## src/rtl/core/vfcm_pkg.sv

```systemverilog
// Shared types and constants for the virtual FAT16 cluster mapper.
package vfcm_pkg;

  localparam int SIZE_W   = 32;
  localparam int COUNT_W  = 5;
  localparam int TARGET_W = 24;
  localparam int CFG_W    = 7;
  localparam int INDEX_W  = 6;
  localparam int SECOFS_W = 23;
  localparam int FAT_W    = 16;

  // sector count of one file, rounded up to whole clusters, always below 2**24
  localparam int SEC_W   = 24;
  localparam int WORD_W  = FAT_W + SEC_W;
  localparam int SECTOR_SHIFT = 9;

  localparam logic [2:0] REQ_CLEAR    = 3'd0;
  localparam logic [2:0] REQ_ADD_FILE = 3'd1;
  localparam logic [2:0] REQ_ADD_META = 3'd2;
  localparam logic [2:0] REQ_READ_FAT = 3'd3;
  localparam logic [2:0] REQ_MAP_SEC  = 3'd4;

  localparam logic [FAT_W-1:0] FAT_ENTRY0  = 16'hFFF8;
  localparam logic [FAT_W-1:0] FAT_EOC     = 16'hFFFF;
  localparam logic [FAT_W-1:0] FIRST_CLUST = 16'd2;

  localparam logic [CFG_W-1:0] TABLE_ENTRIES_RST = 7'd64;

  typedef enum logic [2:0] {
    OP_CLEAR,
    OP_ADD_FILE,
    OP_ADD_META,
    OP_FAT,
    OP_MAP,
    OP_NOP
  } op_e;

  typedef struct packed {
    op_e                 op;
    logic [SEC_W-1:0]    sectors;
    logic [COUNT_W-1:0]  slot_count;
    logic [TARGET_W-1:0] target;
  } cmd_t;

  typedef struct packed {
    logic                status;
    logic [FAT_W-1:0]    fat_entry;
    logic                hit;
    logic [INDEX_W-1:0]  file_index;
    logic [SECOFS_W-1:0] sector_in_file;
  } res_t;

endpackage

```

## src/rtl/core/vfcm_ram.sv

```systemverilog
// Generic single-write, single-read RAM with registered read data.
module vfcm_ram #(
  parameter int Width = 8,
  parameter int Depth = 16
) (
  input  logic                     clk_i,
  input  logic                     we_i,
  input  logic [$clog2(Depth)-1:0] waddr_i,
  input  logic [Width-1:0]         wdata_i,
  input  logic [$clog2(Depth)-1:0] raddr_i,
  output logic [Width-1:0]         rdata_o
);

  logic [Width-1:0] mem_q [Depth];

  always_ff @(posedge clk_i) begin
    if (we_i) begin
      mem_q[waddr_i] <= wdata_i;
    end
    rdata_o <= mem_q[raddr_i];
  end

endmodule

```

## src/rtl/core/vfcm_front.sv

```systemverilog
// Front end: accepts request transactions, classifies them and queues commands.
module vfcm_front (
  input  logic                           clk_i,
  input  logic                           rst_ni,
  input  logic                           push_i,
  output logic                           full_o,
  input  logic [2:0]                     req_type_i,
  input  logic [vfcm_pkg::SIZE_W-1:0]    file_size_i,
  input  logic [vfcm_pkg::COUNT_W-1:0]   slot_count_i,
  input  logic [vfcm_pkg::TARGET_W-1:0]  target_index_i,
  output logic                           cmd_valid_o,
  output vfcm_pkg::cmd_t                 cmd_o,
  input  logic                           cmd_take_i
);
  import vfcm_pkg::*;

  cmd_t       entry_q [2];
  cmd_t       cmd_new;
  logic       wp_q, rp_q;
  logic [1:0] cnt_q;
  logic       wr, rd;

  always_comb begin
    cmd_new            = '0;
    cmd_new.slot_count = slot_count_i;
    cmd_new.target     = target_index_i;
    cmd_new.sectors    = {1'b0, file_size_i[SIZE_W-1:SECTOR_SHIFT]}
                         + SEC_W'(|file_size_i[SECTOR_SHIFT-1:0]);
    unique case (req_type_i)
      REQ_CLEAR:    cmd_new.op = OP_CLEAR;
      REQ_ADD_FILE: cmd_new.op = OP_ADD_FILE;
      REQ_ADD_META: cmd_new.op = OP_ADD_META;
      REQ_READ_FAT: cmd_new.op = OP_FAT;
      REQ_MAP_SEC:  cmd_new.op = OP_MAP;
      default:      cmd_new.op = OP_NOP;
    endcase
  end

  assign full_o      = (cnt_q == 2'd2);
  assign cmd_valid_o = (cnt_q != 2'd0);
  assign cmd_o       = entry_q[rp_q];
  assign wr          = push_i & ~full_o;
  assign rd          = cmd_take_i & cmd_valid_o;

  always_ff @(posedge clk_i or negedge rst_ni) begin
    if (!rst_ni) begin
      wp_q  <= 1'b0;
      rp_q  <= 1'b0;
      cnt_q <= 2'd0;
    end else begin
      if (wr) begin
        wp_q <= ~wp_q;
      end
      if (rd) begin
        rp_q <= ~rp_q;
      end
      cnt_q <= cnt_q + 2'(wr) - 2'(rd);
    end
  end

  always_ff @(posedge clk_i) begin
    if (wr) begin
      entry_q[wp_q] <= cmd_new;
    end
  end

endmodule

```

## src/rtl/core/vfcm_back.sv

```systemverilog
// Back end: slot table, cluster-count stage, table walk and result register.
module vfcm_back #(
  parameter int MAX_ENTRIES         = 64,
  parameter int SECTORS_PER_CLUSTER = 2,
  localparam int CntW = $clog2(MAX_ENTRIES + 1)
) (
  input  logic                       clk_i,
  input  logic                       rst_ni,
  input  logic                       cmd_valid_i,
  input  vfcm_pkg::cmd_t             cmd_i,
  output logic                       cmd_take_o,
  input  logic [vfcm_pkg::CFG_W-1:0] table_entries_i,
  output logic                       res_valid_o,
  output vfcm_pkg::res_t             res_o,
  input  logic                       res_take_i,
  output logic                       busy_o,
  output logic [CntW-1:0]            used_o
);
  import vfcm_pkg::*;

  localparam int IdxW     = $clog2(MAX_ENTRIES);
  localparam int LimW     = (CntW > CFG_W) ? CntW : CFG_W;
  // exact floor division of a 24-bit count by the cluster size via reciprocal
  localparam int DivShift = SEC_W + $clog2(SECTORS_PER_CLUSTER);
  localparam int ProdW    = DivShift + SEC_W;
  localparam logic [SEC_W:0] RecipM = (SEC_W+1)'(((64'd1 << DivShift)
                                      + 64'(SECTORS_PER_CLUSTER) - 64'd1)
                                      / 64'(SECTORS_PER_CLUSTER));

  typedef enum logic [2:0] {
    S_IDLE,
    S_DIV,
    S_WRITE,
    S_FILL,
    S_WALK,
    S_DONE
  } state_e;

  state_e              state_q, state_d;
  logic [CntW-1:0]     used_q, used_d;
  logic                out_valid_q, out_valid_d;
  res_t                out_q, out_d;
  res_t                res_q, res_d;
  cmd_t                cmd_q, cmd_d;
  logic [CntW-1:0]     lim_q, lim_d;
  logic [CntW-1:0]     rd_q, rd_d;
  logic                vld_q, vld_d;
  logic [IdxW-1:0]     vidx_q, vidx_d;
  logic [SEC_W-1:0]    num_q, num_d;
  logic [SEC_W-1:0]    quo_q, quo_d;
  logic [COUNT_W-1:0]  cnt_q, cnt_d;
  logic [FAT_W-1:0]    c_q, c_d;
  logic [SEC_W-1:0]    start_q, start_d;
  logic                hit_q, hit_d;

  logic                we;
  logic [IdxW-1:0]     waddr;
  logic [WORD_W-1:0]   wdata, rdata;

  logic [CntW-1:0]     slot_lim, walk_lim;
  logic [CntW:0]       meta_sum;
  logic [SEC_W-1:0]    numer;
  logic [ProdW-1:0]    prod;
  logic                issue;
  logic [FAT_W-1:0]    ncl, last, tgt16;
  logic [SEC_W-1:0]    len;
  logic [FAT_W:0]      csum;
  logic [SEC_W+1:0]    endp;

  vfcm_ram #(
    .Width (WORD_W),
    .Depth (MAX_ENTRIES)
  ) u_slots (
    .clk_i   (clk_i),
    .we_i    (we),
    .waddr_i (waddr),
    .wdata_i (wdata),
    .raddr_i (rd_q[IdxW-1:0]),
    .rdata_o (rdata)
  );

  assign slot_lim = (LimW'(table_entries_i) < LimW'(MAX_ENTRIES)) ?
                    CntW'(table_entries_i) : CntW'(MAX_ENTRIES);
  assign walk_lim = (used_q < slot_lim) ? used_q : slot_lim;
  assign meta_sum = (CntW+1)'(used_q) + (CntW+1)'(cmd_i.slot_count);
  assign numer    = cmd_i.sectors + SEC_W'(SECTORS_PER_CLUSTER - 1);
  assign prod     = ProdW'(num_q) * ProdW'(RecipM);
  assign issue    = (rd_q < lim_q);
  assign ncl      = rdata[WORD_W-1:SEC_W];
  assign len      = rdata[SEC_W-1:0];
  assign csum     = {1'b0, c_q} + {1'b0, ncl};
  assign last     = csum[FAT_W-1:0];
  assign tgt16    = cmd_q.target[FAT_W-1:0];
  assign endp     = {2'b00, start_q} + {2'b00, len};

  assign waddr       = used_q[IdxW-1:0];
  assign busy_o      = (state_q != S_IDLE);
  assign used_o      = used_q;
  assign res_valid_o = out_valid_q;
  assign res_o       = out_q;

  always_comb begin
    state_d     = state_q;
    used_d      = used_q;
    out_valid_d = out_valid_q & ~res_take_i;
    out_d       = out_q;
    res_d       = res_q;
    cmd_d       = cmd_q;
    lim_d       = lim_q;
    rd_d        = rd_q;
    vld_d       = 1'b0;
    vidx_d      = vidx_q;
    num_d       = num_q;
    quo_d       = quo_q;
    cnt_d       = cnt_q;
    c_d         = c_q;
    start_d     = start_q;
    hit_d       = hit_q;
    cmd_take_o  = 1'b0;
    we          = 1'b0;
    wdata       = '0;

    unique case (state_q)
      S_IDLE: begin
        res_d = '0;
        rd_d  = '0;
        lim_d = walk_lim;
        if (cmd_valid_i) begin
          cmd_take_o = 1'b1;
          cmd_d      = cmd_i;
          unique case (cmd_i.op)
            OP_CLEAR: begin
              used_d  = '0;
              state_d = S_DONE;
            end
            OP_ADD_FILE: begin
              if (used_q >= slot_lim) begin
                res_d.status = 1'b1;
                state_d      = S_DONE;
              end else begin
                num_d   = numer;
                state_d = S_DIV;
              end
            end
            OP_ADD_META: begin
              if (cmd_i.slot_count == '0) begin
                state_d = S_DONE;
              end else if (meta_sum > (CntW+1)'(slot_lim)) begin
                res_d.status = 1'b1;
                state_d      = S_DONE;
              end else begin
                cnt_d   = cmd_i.slot_count;
                state_d = S_FILL;
              end
            end
            OP_FAT: begin
              if (cmd_i.target[FAT_W-1:0] == 16'd0) begin
                res_d.fat_entry = FAT_ENTRY0;
                state_d         = S_DONE;
              end else if (cmd_i.target[FAT_W-1:0] == 16'd1) begin
                res_d.fat_entry = FAT_EOC;
                state_d         = S_DONE;
              end else begin
                c_d     = FIRST_CLUST;
                state_d = S_WALK;
              end
            end
            OP_MAP: begin
              start_d = '0;
              hit_d   = 1'b0;
              state_d = S_WALK;
            end
            OP_NOP: begin
              state_d = S_DONE;
            end
          endcase
        end
      end
      S_DIV: begin
        quo_d   = prod[DivShift +: SEC_W];
        state_d = S_WRITE;
      end
      S_WRITE: begin
        we               = 1'b1;
        wdata            = {quo_q[FAT_W-1:0], quo_q * SEC_W'(SECTORS_PER_CLUSTER)};
        res_d.file_index = INDEX_W'(used_q);
        used_d           = used_q + CntW'(1);
        state_d          = S_DONE;
      end
      S_FILL: begin
        we     = 1'b1;
        used_d = used_q + CntW'(1);
        cnt_d  = cnt_q - COUNT_W'(1);
        if (cnt_q == COUNT_W'(1)) begin
          state_d = S_DONE;
        end
      end
      S_WALK: begin
        vld_d  = issue;
        vidx_d = rd_q[IdxW-1:0];
        if (issue) begin
          rd_d = rd_q + CntW'(1);
        end
        if (vld_q && len != '0) begin
          if (cmd_q.op == OP_FAT) begin
            if (last >= c_q) begin
              if (tgt16 >= c_q && tgt16 < last) begin
                res_d.fat_entry = (({1'b0, tgt16} + 17'd1) < {1'b0, last}) ?
                                  tgt16 + 16'd1 : FAT_EOC;
              end
              c_d = last;
            end
          end else if (!hit_q) begin
            if ({2'b00, cmd_q.target} < endp) begin
              hit_d                = 1'b1;
              res_d.hit            = 1'b1;
              res_d.file_index     = INDEX_W'(vidx_q);
              res_d.sector_in_file = SECOFS_W'(cmd_q.target - start_q);
            end else begin
              start_d = endp[SEC_W-1:0];
            end
          end
        end
        if (!issue && !vld_q) begin
          state_d = S_DONE;
        end
      end
      S_DONE: begin
        if (!out_valid_q || res_take_i) begin
          out_valid_d = 1'b1;
          out_d       = res_q;
          state_d     = S_IDLE;
        end
      end
    endcase
  end

  always_ff @(posedge clk_i or negedge rst_ni) begin
    if (!rst_ni) begin
      state_q     <= S_IDLE;
      used_q      <= '0;
      out_valid_q <= 1'b0;
      vld_q       <= 1'b0;
    end else begin
      state_q     <= state_d;
      used_q      <= used_d;
      out_valid_q <= out_valid_d;
      vld_q       <= vld_d;
    end
  end

  always_ff @(posedge clk_i) begin
    out_q   <= out_d;
    res_q   <= res_d;
    cmd_q   <= cmd_d;
    lim_q   <= lim_d;
    rd_q    <= rd_d;
    vidx_q  <= vidx_d;
    num_q   <= num_d;
    quo_q   <= quo_d;
    cnt_q   <= cnt_d;
    c_q     <= c_d;
    start_q <= start_d;
    hit_q   <= hit_d;
  end

endmodule

```

## src/rtl/core/virtual_fat16_cluster_mapper.sv

```systemverilog
// Top level of the virtual FAT16 cluster mapper: queue ports, config register, checks.
//
// Requests enter a two-entry command queue and are carried out one at a time by the
// back end; each produces exactly one result, held in an output register until popped.
// Clear, unknown requests, refused adds and reads of FAT entries 0 and 1 go from
// idle straight to the done state in the back end. Adding a file passes through a
// reciprocal multiplication that turns the sector count into whole clusters, then a
// slot table write. Reserving N non-data slots makes N slot table writes, one per
// cycle. FAT reads and sector lookups walk the slot table through the read port of
// its RAM, one slot per cycle, over min(used slots, table_entries, MAX_ENTRIES)
// slots. No clearing pass runs after reset: slots are only read below the fill
// count, and every such slot has been written.
module virtual_fat16_cluster_mapper #(
  parameter int MAX_ENTRIES         = 64,
  parameter int SECTORS_PER_CLUSTER = 2
) (
  input  logic                           clk_i,
  input  logic                           rst_ni,
  input  logic                           push,
  output logic                           full,
  input  logic [2:0]                     req_type_i,
  input  logic [vfcm_pkg::SIZE_W-1:0]    file_size_i,
  input  logic [vfcm_pkg::COUNT_W-1:0]   slot_count_i,
  input  logic [vfcm_pkg::TARGET_W-1:0]  target_index_i,
  output logic                           empty,
  input  logic                           pop,
  output logic                           status_o,
  output logic [vfcm_pkg::FAT_W-1:0]     fat_entry_o,
  output logic                           hit_o,
  output logic [vfcm_pkg::INDEX_W-1:0]   file_index_o,
  output logic [vfcm_pkg::SECOFS_W-1:0]  sector_in_file_o,
  input  logic                           cfg_valid_i,
  output logic                           cfg_ready_o,
  input  logic [vfcm_pkg::CFG_W-1:0]     cfg_table_entries_i
);
  import vfcm_pkg::*;

  localparam int CntW = $clog2(MAX_ENTRIES + 1);

  logic             cmd_valid, cmd_take;
  cmd_t             cmd;
  res_t             res;
  logic             res_valid, res_take;
  logic             busy;
  logic [CntW-1:0]  used;
  logic [CFG_W-1:0] table_entries_q;

  assign cfg_ready_o = 1'b1;

  always_ff @(posedge clk_i or negedge rst_ni) begin
    if (!rst_ni) begin
      table_entries_q <= TABLE_ENTRIES_RST;
    end else if (cfg_valid_i && cfg_ready_o) begin
      table_entries_q <= cfg_table_entries_i;
    end
  end

  vfcm_front u_front (
    .clk_i          (clk_i),
    .rst_ni         (rst_ni),
    .push_i         (push),
    .full_o         (full),
    .req_type_i     (req_type_i),
    .file_size_i    (file_size_i),
    .slot_count_i   (slot_count_i),
    .target_index_i (target_index_i),
    .cmd_valid_o    (cmd_valid),
    .cmd_o          (cmd),
    .cmd_take_i     (cmd_take)
  );

  vfcm_back #(
    .MAX_ENTRIES         (MAX_ENTRIES),
    .SECTORS_PER_CLUSTER (SECTORS_PER_CLUSTER)
  ) u_back (
    .clk_i           (clk_i),
    .rst_ni          (rst_ni),
    .cmd_valid_i     (cmd_valid),
    .cmd_i           (cmd),
    .cmd_take_o      (cmd_take),
    .table_entries_i (table_entries_q),
    .res_valid_o     (res_valid),
    .res_o           (res),
    .res_take_i      (res_take),
    .busy_o          (busy),
    .used_o          (used)
  );

  assign empty            = ~res_valid;
  assign res_take         = pop & ~empty;
  assign status_o         = res.status;
  assign fat_entry_o      = res.fat_entry;
  assign hit_o            = res.hit;
  assign file_index_o     = res.file_index;
  assign sector_in_file_o = res.sector_in_file;

  // fill count never passes the table size
  a_used_bound: assert property (@(posedge clk_i) disable iff (!rst_ni)
    used <= CntW'(MAX_ENTRIES))
    else $error("slot fill count above table size");

  // a new result only appears when the back end was working on a transaction
  a_res_source: assert property (@(posedge clk_i) disable iff (!rst_ni)
    $rose(res_valid) |-> $past(busy))
    else $error("result appeared without a transaction in progress");

  // a waiting result is never dropped before it is popped
  a_res_kept: assert property (@(posedge clk_i) disable iff (!rst_ni)
    (res_valid && !pop) |=> res_valid)
    else $error("waiting result lost");

endmodule
```

## config.mk

```make
export PLATFORM = sky130hd
export DESIGN_NAME = virtual_fat16_cluster_mapper
export DESIGN_NICKNAME = d
export VERILOG_FILES = /design/src/rtl/core/vfcm_pkg.sv /design/src/rtl/core/vfcm_ram.sv /design/src/rtl/core/vfcm_front.sv /design/src/rtl/core/vfcm_back.sv /design/src/rtl/core/virtual_fat16_cluster_mapper.sv
export SDC_FILE = /design/constraint.sdc
export NUM_CORES = 2
export LEC_CHECK = 0
export ABC_AREA = 1
export BUFFER_PORTS_ARGS = -buffer_cell sky130_fd_sc_hd__buf_2
export CAP_MARGIN = 20
export CORE_MARGIN = 1.5
export CORE_UTILIZATION = 55
export DETAILED_ROUTE_END_ITERATION = 7
export PLACE_DENSITY = 0.68
export SETUP_SLACK_MARGIN = 0.02
export SLEW_MARGIN = 15
export SYNTH_ARGS = -nofsm -noshare
export SYNTH_HDL_FRONTEND = slang
export SYNTH_SLANG_ARGS = --single-unit
```

## constraint.sdc

```tcl
create_clock -name clk_i -period 7.5 [get_ports clk_i]
set_input_delay 1.125 -clock clk_i [delete_from_list [all_inputs] [get_ports clk_i]]
set_output_delay 1.125 -clock clk_i [all_outputs]
set_load 0.1 [all_outputs]
```

==> impl_table.tex <==
\begin{tabular}{lr}
\hline
Metric & Value \\
\hline
\multicolumn{2}{l}{\textbf{Global route}} \\
Number of antenna violations at the first check in global routing & 3 \\
Global-route wire length before repair & 308 mm \\
Residual overflow from global routing & 0 \\
Number of global-route vias before repair & 49600 \\
Largest net degree at the start of global routing & 206 \\
Aggregate global-route resource usage & 0.280 \\
\multicolumn{2}{l}{\textbf{Worst setup path}} \\
Critical path startpoint & u\_front.rp\_q \\
Critical Path Sink Type & register \\
Worst-path cell chain & inv\_6 -> or2\_2 -> o21ai\_0 -> inv\_1 -> ha\_1 -> a21oi\_1 -> nand2\_1 -> a21oi\_1 -> o21ai\_0 -> xor2\_1 -> ha\_1 -> nand2\_1 -> inv\_1 -> nand2\_1 -> nand2\_1 -> nand2\_1 -> nand2\_1 -> nand2\_1 -> nand4\_1 -> a21oi\_1 \\
Endpoint required time on the critical path & approximately 8000 ps \\
Maximum single-stage delay on the critical path & 860 ps \\
Critical setup path kind & reg -> reg \\
Cell type with the highest occurrence count on the critical path & nand2\_1 \\
Cell family contributing the most delay on the critical path & simple AND/OR/NAND/NOR gates \\
Setup crit start kind & register \\
Number of buffers and inverters on the critical path & 3 \\
Depth of the critical timing path with buffers and inverters included & 20 \\
Critical path's slowest cell & dfrtp\_2 \\
Critical-path maximum fanout & 50 \\
Depth of the most critical reg-to-reg path & 20 \\
RR Startpoint & u\_front.rp\_q \\
Data arrival, critical path & 4910 ps \\
Slack of the worst reg-to-reg path & 3050 ps \\
Worst r2r dst & u\_back.cnt\_q[0] \\
\multicolumn{2}{l}{\textbf{Cells and area}} \\
Layout Area Growth over Synthesis & 11.3\% \\
Ant diodes & 0 \\
Number of nets at the end of the flow & 6973 \\
Share of post-route cells with drive strength above 1 & 0.0970 \\
Final non-filler cell total & 8779 \\
Core occupancy in the finished layout & 0.616 \\
\multicolumn{2}{l}{\textbf{Logic synthesis}} \\
Yosys top cell area share & 0.688 \\
Cells after synthesis & 6616 \\
Cell types with the largest area share after synthesis & edfxtp\_1, nor2\_1, o21ai\_0 \\
Area leader, netlist & edfxtp\_1 \\
Count of different cell masters after synthesis & 56 \\
Synth async-reset ratio & 0.0124 \\
Part of the Yosys area used for sequential elements & 0.701 \\
Synthesized flop and latch total & 1862 \\
Post-synth top flop & edfxtp\_1 \\
EDFF count, synth & 1816 \\
Synthesized area divided by synthesized cell count & 12.0 um\^{}2 \\
Count of synthesis-stage warnings from yosys & 0 \\
Synthesized Nets & $\sim$6900 \\
Post-synthesis instance area & between 70000 and 80000 um\^{}2 \\
\multicolumn{2}{l}{\textbf{Place}} \\
Final HPWL from detailed placement & 119 mm \\
PortBufs & 124 \\
Inst Count DP & 8428 \\
RePlAce Congestion & 0.893 \\
\multicolumn{2}{l}{\textbf{Clock tree}} \\
CTS Hold Bufs & 0 \\
Number of sinks driven by the clock tree & 1862 \\
Library cell used as clock root buffer & clkbuf\_16 \\
Total clock buffers created by CTS & 186 \\
CTS H-Tree Depth & 4 \\
Max Root-Sink Buffers & 3 \\
Postcts setup bufs & 0 \\
CTS clk-pin slew, worst paths & 60 ps \\
Clock tree from TritonCTS & built \\
Resized Gates After CTS & 0 \\
Worst-skew pair later-pin latency & 830 ps \\
\multicolumn{2}{l}{\textbf{Floorplan}} \\
Number of rows in the core area & 139 \\
Area enclosed by the die boundary & 146000 um\^{}2 \\
X dimension of the die & 383 um \\
Initial Util & 0.553 \\
CORE AREA & 143000 um\^{}2 \\
Die height & 383 um \\
Boundary pin count & 126 \\
\multicolumn{2}{l}{\textbf{Outcome}} \\
Outcome & complete, no violations \\
\multicolumn{2}{l}{\textbf{Timing}} \\
Worst relative slew slack & 0.284 \\
Total of endpoints with negative setup slack in the final report & 0 \\
Worst Clk Skew & 32.8 ps \\
Measured slew at the worst slew-check pin & $\sim$1100 ps \\
Setup repair after global routing missed its margin & no \\
Count of final max-slew check failures & 0 \\
Maximum clock frequency & 225 MHz \\
Final Hold Violating Endpoints & 0 \\
Minimum clock period after layout & 4450 ps \\
Worst hold slack after final layout & 316 ps \\
Post-Route Setup TNS & 0 ps \\
Period utilisation layout & 0.593 \\
\multicolumn{2}{l}{\textbf{Routing}} \\
Drt wl/cell & between 20 and 25 um \\
Total wire length & 207 mm \\
Overall via count from detail\_route & $\sim$53000 \\
Vias per Instance & 6.02 \\
Drt first pass iters & 8 \\
Drt drc & 0 \\
Initial detailed-routing violation count & 6274 \\
Number of nets with antenna violations after routing & 0 \\
\multicolumn{2}{l}{\textbf{Power}} \\
Power density normalized to cell area & 384 nW/um\^{}2 \\
Worst voltage drop across the vdd grid & 0.321 mV \\
Leakage & between 30 and 40 nW \\
Total power after layout & around 34 mW \\
\multicolumn{2}{l}{\textbf{Worst hold path}} \\
Worst min-delay path class & in -> async \\
\multicolumn{2}{l}{\textbf{Run}} \\
Number of max-capacitance violations reported & 0 \\
\hline
\end{tabular}
==> worst max-delay path by stage <==
| stage | endpoint |
|---|---|
| after floorplan | u_back.num_q[10] |
| after global placement | u_back.cnt_q[0] |
| after detailed placement | u_back.cnt_q[0] |
| after CTS | u_back.cnt_q[0] |
| after global routing | u_back.cnt_q[0] |
| final | u_back.cnt_q[0] |
==> cell usage after synthesis, types with 14 or more instances <==
cell type / n
edfxtp_1: 1816
nor2_1: 1201
o21ai_0: 841
nand2_1: 715
inv_1: 288
nand3_1: 276
clkbuf_1: 208
o22ai_1: 193
a21oi_1: 181
ha_1: 180
o211ai_1: 170
buf_2: 96
nand4_1: 64
xor2_1: 64
nor3_1: 44
xnor2_1: 31
dfxtp_1: 23
dfrtp_1: 22
buf_4: 17
buf_1: 16
or2_2: 14
==> sequential cells by signal, indices dropped and copies added (netlist names), 16 cells and up <==
register                flops
u_back.cmd_q               27
u_front.entry_q           112
u_back.num_q               23
u_back.u_slots.rdata_o     23
u_back.quo_q               23
u_back.res_o               47
u_back.c_q                 16
u_back.u_slots.mem_q     1472
u_back.res_q               47
u_back.start_q             23
==> logic make-up after synthesis <==
family | count (synthesis) | share of synthesized area
XOR/XNOR | 95 | 0.0105
other | 1 | 0.0000473
buffers and inverters | 642 | 0.0334
AND/OR/NAND/NOR | 2368 | 0.122
adder cells (fa/ha/maj) | 183 | 0.0292
flip-flops | 1862 | 0.701
multiplexers | 7 | 0.000963
AO/OA/AOI/OAI | 1458 | 0.103
==> layout make-up <==
cell class	instances	area [um^2]
Multi-Input combinational cell	4112	21500
Fill cell	11100	55100
Sequential cell	1862	55600
Timing Repair Buffer	254	1690
Tap cell	1903	2380
Clock buffer	235	4910
Clock inverter	115	1030
Inverter	298	1140
==> where the power goes <==
group	leakage [nW]	switching, mW	internal [mW]
combinational	10.9	8.56	3.24
sequential	17.3	0.457	12.6
clock	2.91	3.92	5.14
==> cell usage in the layout, fill, tap and decap left out, types with 14 or more instances in the layout <==
| cell type | count |
|---|---|
| o211ai_1 | 170 |
| xor2_1 | 64 |
| nand2_1 | 714 |
| a21oi_1 | 181 |
| nor3_1 | 41 |
| dfxtp_1 | 23 |
| clkbuf_16 | 189 |
| nor2_1 | 1113 |
| o21ai_0 | 841 |
| o22ai_1 | 193 |
| inv_1 | 285 |
| or2_2 | 14 |
| clkinv_1 | 47 |
| xnor2_1 | 31 |
| ha_1 | 180 |
| dfrtp_1 | 21 |
| nor2_2 | 58 |
| edfxtp_1 | 1816 |
| clkinv_2 | 39 |
| bufinv_16 | 14 |
| buf_4 | 122 |
| nor2_4 | 36 |
| clkbuf_1 | 45 |
| buf_2 | 124 |
| nand4_1 | 64 |
| nand3_1 | 276 |
==> through the flow <==
stage | instance area (um^2) | setup WS (ps)
final | 88200 | 3050
after global routing | 88200 | 2590
after CTS | 88200 | 3020
after detailed placement | 82300 | 3040
after global placement | 82300 | 3020
after floorplan | 79300 | 2600
==> routing by layer <==
layer,track usage,vias to the layer above,wire length (um)
met2,0.444,2393,97800
met4,0.0895,2,5880
li1,-,24100,-
met1,0.399,26100,85500
met3,0.0422,328,17900
met5,0,-,13
Note: power is estimated with default switching activity, not from simulation.
